===== config.mk =====
export PLATFORM = sky130hd
export DESIGN_NAME = acit_div
export DESIGN_NICKNAME = d
export VERILOG_FILES = /design/src/rtl/acit_pkg.sv /design/src/rtl/acit_div.sv
export SDC_FILE = /design/constraint.sdc
export NUM_CORES = 2
export LEC_CHECK = 0
export BUFFER_PORTS_ARGS = -buffer_cell sky130_fd_sc_hd__buf_2
export CORE_MARGIN = 4
export CORE_UTILIZATION = 49
export DETAILED_ROUTE_END_ITERATION = 7
export GPL_ROUTABILITY_DRIVEN = 0
export SKIP_LAST_GASP = 1
export SYNTH_ARGS = -nofsm -noshare
export SYNTH_HDL_FRONTEND = slang
export SYNTH_SLANG_ARGS = --single-unit

===== constraint.sdc =====
create_clock -name i_clk -period 4.8 [get_ports i_clk]
set_clock_uncertainty 0.05 [all_clocks]
set_input_delay 0.48 -clock i_clk [delete_from_list [all_inputs] [get_ports i_clk]]
set_output_delay 0.48 -clock i_clk [all_outputs]
set_load 0.005 [all_outputs]

===== src/rtl/acit_pkg.sv =====
package acit_pkg;

    localparam int unsigned CoordW = 13;
    localparam int unsigned WtW    = 12;
    localparam int unsigned TotW   = 13;
    localparam int unsigned DenW   = 21;
    localparam int unsigned ProdW  = 28;
    localparam int unsigned NumW   = 29;
    localparam int unsigned ChanW  = 16;
    localparam int unsigned ByteW  = 8;
    localparam int unsigned NumCh  = 3;
    localparam int unsigned NumDir = 6;

    typedef logic [2:0] t_face;
    localparam t_face FACE_POS_X = 3'd0;
    localparam t_face FACE_NEG_X = 3'd1;
    localparam t_face FACE_POS_Y = 3'd2;
    localparam t_face FACE_NEG_Y = 3'd3;
    localparam t_face FACE_POS_Z = 3'd4;
    localparam t_face FACE_NEG_Z = 3'd5;

    typedef logic [2:0] t_reg_idx;
    localparam t_reg_idx REG_FACE_SIZE = 3'd0;
    localparam t_reg_idx REG_COLOR_PX  = 3'd1;
    localparam t_reg_idx REG_COLOR_NX  = 3'd2;
    localparam t_reg_idx REG_COLOR_PY  = 3'd3;
    localparam t_reg_idx REG_COLOR_NY  = 3'd4;
    localparam t_reg_idx REG_COLOR_PZ  = 3'd5;
    localparam t_reg_idx REG_COLOR_NZ  = 3'd6;
    localparam t_reg_idx REG_GAIN      = 3'd7;

    localparam logic [10:0] FACE_SIZE_RESET = 11'd32;
    localparam logic [15:0] GAIN_RESET      = 16'd36045;
    localparam logic [7:0]  ALPHA_OPAQUE    = 8'hFF;
    localparam logic [7:0]  BYTE_SAT        = 8'hFF;

endpackage


===== src/rtl/acit_div.sv =====
module acit_div (
    input  logic                                                  i_clk,
    input  logic                                                  i_rst_n,
    input  logic                                                  i_en,
    input  logic                                                  i_vld,
    input  logic [acit_pkg::NumCh-1:0][acit_pkg::NumW-1:0]        i_num,
    input  logic [acit_pkg::DenW-1:0]                             i_den,
    output logic                                                  o_vld,
    output logic [acit_pkg::NumCh-1:0][acit_pkg::ByteW-1:0]       o_byte
);

    localparam int unsigned Steps = acit_pkg::ByteW;

    logic                                                r_vld  [0:Steps];
    logic [acit_pkg::NumCh-1:0][acit_pkg::NumW-1:0]      r_rem  [0:Steps];
    logic [acit_pkg::NumCh-1:0][acit_pkg::ByteW-1:0]     r_quo  [0:Steps];
    logic [acit_pkg::NumCh-1:0]                          r_sat  [0:Steps];
    logic                                                r_zero [0:Steps];
    logic [acit_pkg::DenW-1:0]                           r_den  [0:Steps];

    always_ff @(posedge i_clk) begin
        if (!i_rst_n) begin
            r_vld[0] <= 1'b0;
        end else if (i_en) begin
            r_vld[0] <= i_vld;
        end
    end

    always_ff @(posedge i_clk) begin
        if (i_en) begin
            r_rem[0]  <= i_num;
            r_quo[0]  <= '0;
            r_den[0]  <= i_den;
            r_zero[0] <= (i_den == '0);
            for (int c = 0; c < acit_pkg::NumCh; c++) begin
                r_sat[0][c] <= (i_num[c] >= {i_den, 8'b0});
            end
        end
    end

    for (genvar k = 1; k <= Steps; k++) begin : g_step
        logic [acit_pkg::NumW-1:0]                           dsh;
        logic [acit_pkg::NumCh-1:0][acit_pkg::NumW-1:0]      n_rem;
        logic [acit_pkg::NumCh-1:0][acit_pkg::ByteW-1:0]     n_quo;

        always_comb begin
            dsh = {r_den[k-1], 8'b0} >> k;
            for (int c = 0; c < acit_pkg::NumCh; c++) begin
                n_rem[c] = r_rem[k-1][c];
                n_quo[c] = r_quo[k-1][c];
                if (r_rem[k-1][c] >= dsh) begin
                    n_rem[c]           = r_rem[k-1][c] - dsh;
                    n_quo[c][Steps-k]  = 1'b1;
                end
            end
        end

        always_ff @(posedge i_clk) begin
            if (!i_rst_n) begin
                r_vld[k] <= 1'b0;
            end else if (i_en) begin
                r_vld[k] <= r_vld[k-1];
            end
        end

        always_ff @(posedge i_clk) begin
            if (i_en) begin
                r_rem[k]  <= n_rem;
                r_quo[k]  <= n_quo;
                r_sat[k]  <= r_sat[k-1];
                r_zero[k] <= r_zero[k-1];
                r_den[k]  <= r_den[k-1];
            end
        end
    end

    assign o_vld = r_vld[Steps];

    always_comb begin
        for (int c = 0; c < acit_pkg::NumCh; c++) begin
            if (r_zero[Steps]) begin
                o_byte[c] = '0;
            end else if (r_sat[Steps][c]) begin
                o_byte[c] = acit_pkg::BYTE_SAT;
            end else begin
                o_byte[c] = r_quo[Steps][c];
            end
        end
    end

`ifndef SYNTHESIS
    // zero total weight must come with an all-zero numerator
    a_zero_num: assert property (@(posedge i_clk) disable iff (!i_rst_n)
        r_vld[0] && r_zero[0] |-> r_rem[0] == '0)
        else $error("zero denominator with nonzero numerator");

    a_rem_r: assert property (@(posedge i_clk) disable iff (!i_rst_n)
        o_vld && !r_zero[Steps] && !r_sat[Steps][0]
        |-> r_rem[Steps][0] < acit_pkg::NumW'(r_den[Steps]))
        else $error("red remainder not below divisor");

    a_rem_g: assert property (@(posedge i_clk) disable iff (!i_rst_n)
        o_vld && !r_zero[Steps] && !r_sat[Steps][1]
        |-> r_rem[Steps][1] < acit_pkg::NumW'(r_den[Steps]))
        else $error("green remainder not below divisor");

    a_rem_b: assert property (@(posedge i_clk) disable iff (!i_rst_n)
        o_vld && !r_zero[Steps] && !r_sat[Steps][2]
        |-> r_rem[Steps][2] < acit_pkg::NumW'(r_den[Steps]))
        else $error("blue remainder not below divisor");
`endif

endmodule


==> metrics <==
worst relative slew slack=18.99%; synthesized flop and latch total=1,017; Initial DRC Count=3,538; vias=45,560; final worst setup slack=542.1 ps; ratio of cells with drive above 1 in the final layout=8.414%; top cells by area, synth=edfxtp_1 (49%), ha_1 (11%), o21ai_0 (3.5%); Flop pwr share=37.0%; Detailed Routing Iterations Pass 1=6; clock latency on the worst-skew pair=720 ps; Post-Syn Instances=5,769; Power Total=39.72 mW; Yosys top cell area share=49.01%; WP data arrival=4660 ps; Util after Layout=55.85%; top-count cell post-synth=edfxtp_1; register area share after synthesis=49.04%; Design Area, Final=0.07031 mm2; first-pass GRT wire length=263,500 um; Critical Setup Path Class=reg -> reg; Total Neg Setup Slack=0 ps; Chip Height=364.4 um; final WL=174,800 um; Top cell by count, worst path=a31oi_1; leading area contributor after synthesis=edfxtp_1; CP max stage delay=820 ps; row count=130; clock group share of total power=21.8%; Worst Path Required=5200 ps; Synth top cells by count=edfxtp_1 (1,016), ha_1 (567), nand2_1 (462); status=completed; CTS H-tree lvls=3; Least-Margin Pin Slew=1204 ps; largest net degree at the start of global routing=106; Yosys cell types=84; TritonCTS buffer count=109; Placed Area=0.06552 mm2; RSZ-0062 raised after global routing=false; FMAX=0.2349 GHz; pre-CTS WS=609.5 ps; leakage power=27.89 nW; fin crit share=88.71%; port bufs=136; via-per-instance ratio=5.818; Area Growth Syn to Fin=12.94%; synthesized area=0.06225 mm2; Starting Density=49.45%; WL/cell=22.32 um; die area=0.1328 mm2; critical path launch point type=register; Slew Limit Fails=0; Worst-path clk slew=60 ps; pwr dens=564.9 mW/mm2; drt drc=0; grt ovf=0; IO Count=137; Post-Place Cells=7,518; # setup viols final=0; overall routing resource usage=26.10%; critical path endpoint category=register; Final Hold Viols=0; Ys Warns=0; Logic pwr share=41.2%; DPL Wire Length=140,400 um; setup bufs post-CTS=0; number of global-route vias before repair=45,660; crit path cell chain=ha_1, fa_1, nor2b_1, o2111ai_1, nand4_1, a31oi_1, o311ai_0, a31oi_1, o2111ai_4, buf_4, a21oi_1; Max clock buf depth=3; initial antenna violation count=1; Die Wd=364.4 um; root buf cell=clkbuf_16; total core area=0.1259 mm2; syn nets=6,469; post-CTS sizing=0; hold crit path type=in -> reg; DRT antenna net count=0; Slowest cell on crit path=o311ai_0; Sw Ratio=36.68%; FILL cells=10,760; max-cap violations=0; Layout Cells excl Fill=7,831; Post-synth top flop=edfxtp_1; min cycle time layout=4258 ps; P_int=25.15 mW; clk sinks=1,017; Min Hold Slack=49.19 ps; syn avg cell area=10.79 um2; peak supply drop=0.3353 mV; CTS tree=done; Nets=6,787; sw power=14.57 mW; Post-synth ARST share=0%; Post-synth EDFFs=1,016; maximum fanout along the worst path=19
## timing repair
item | CTS | global route
setup endpoints to repair | 0 | 0
hold buffers | 108 | 0
endpoints found under the hold margin | 108 | 0
## sequential cells by signal, indices dropped and copies added (netlist names)
name    count
r_sat      27
r_rem     696
r_vld       9
r_den     168
r_zero      9
r_quo     108
## worst max-delay path, delay by kind of cell (launching register included)
| family | cells | cell delay (ps) |
|---|---|---|
| buffers and inverters | 1 | 310 |
| AOI/OAI and AO/OA | 6 | 2180 |
| DFF | 1 | 480 |
| and+or+nand+nor | 2 | 300 |
| adders and majority gates | 2 | 680 |
## power by group through the flow
| stage | clock [mW] | sequential, mW | combinational, mW |
|---|---|---|---|
| global route | 9.22 | 14.9 | 18.1 |
| detailed placement | 0 | 14.8 | 16.0 |
| finish | 8.66 | 14.7 | 16.4 |
| CTS | 8.88 | 14.6 | 16.2 |
| floorplan | 0 | 13.9 | 11.9 |
| global placement | 0 | 14.8 | 15.8 |
## kinds of logic (layout without fill, tap and decap cells)
kind of cell,after synthesis,in the layout,synth area share [%]
AOI/OAI and AO/OA,1638,1638,16.61
and+or+nand+nor,1571,1571,12.24
DFF,1017,1017,49.04
adders and majority gates,588,588,12.07
buffers and inverters,464,875,2.814
xor gates and xnor gates,406,406,5.712
muxes,85,85,1.511
other,0,1,0
## layout by cell type, fill, tap and decap left out, types with 24 or more instances in the layout
cell / netlist / layout
o21bai_1: 59 / 59
and3_1: 51 / 51
nand2b_1: 85 / 85
a31oi_1: 54 / 53
buf_2: 8 / 135
o31ai_1: 43 / 42
nor4_1: 47 / 47
o31a_1: 24 / 24
or3_1: 31 / 31
o21a_1: 92 / 92
a21o_1: 215 / 215
a21oi_1: 437 / 437
nand2_1: 462 / 462
a211oi_1: 41 / 41
nand3_1: 89 / 89
edfxtp_1: 1016 / 1016
xnor2_1: 216 / 216
clkbuf_16: 0 / 112
o21ai_0: 440 / 440
dlygate4sd3_1: 0 / 108
nand4_1: 78 / 78
clkinv_1: 1 / 28
buf_4: 0 / 84
inv_1: 328 / 328
nor3_1: 87 / 87
mux2_2: 72 / 72
nor2b_1: 89 / 89
nor2_1: 419 / 419
ha_1: 567 / 567
xor2_1: 190 / 190
## metal layers
metal	up-vias	GRT usage [%]	routed length (um)	part of all wire, %
li1	22280	-	-	-
met4	0	19.62	15680	9.0
met5	-	0	0	0
met2	1452	46.19	85690	49
met1	21300	29.01	67360	39
met3	528	2.845	6079	3.5
## final cells by class
cell class	count	area [um2]	share of cell area (%)
Multi-Input combinational cell	4288	30090	42.79
Clock inverter	75	844.6	1.201
Antenna cell	1	2.502	0.003559
Timing Repair Buffer	342	2683	3.815
Tap cell	1650	2064	2.936
Inverter	329	1235	1.756
Sequential cell	1017	30530	43.42
Clock buffer	129	2867	4.077
## final timing paths
kind	start	slack, ps	cells past startpoint	end
hold / removal	i_den[4]	50	1	r_den[0][4]
setup / recovery	r_den[0][84]	540	11	r_rem[0][440]
hold reg to reg	r_quo[5][23]	360	0	r_quo[6][23]
setup reg to reg	r_den[0][84]	540	11	r_rem[0][440]
No activity file was read; power rests on OpenSTA's default activity.
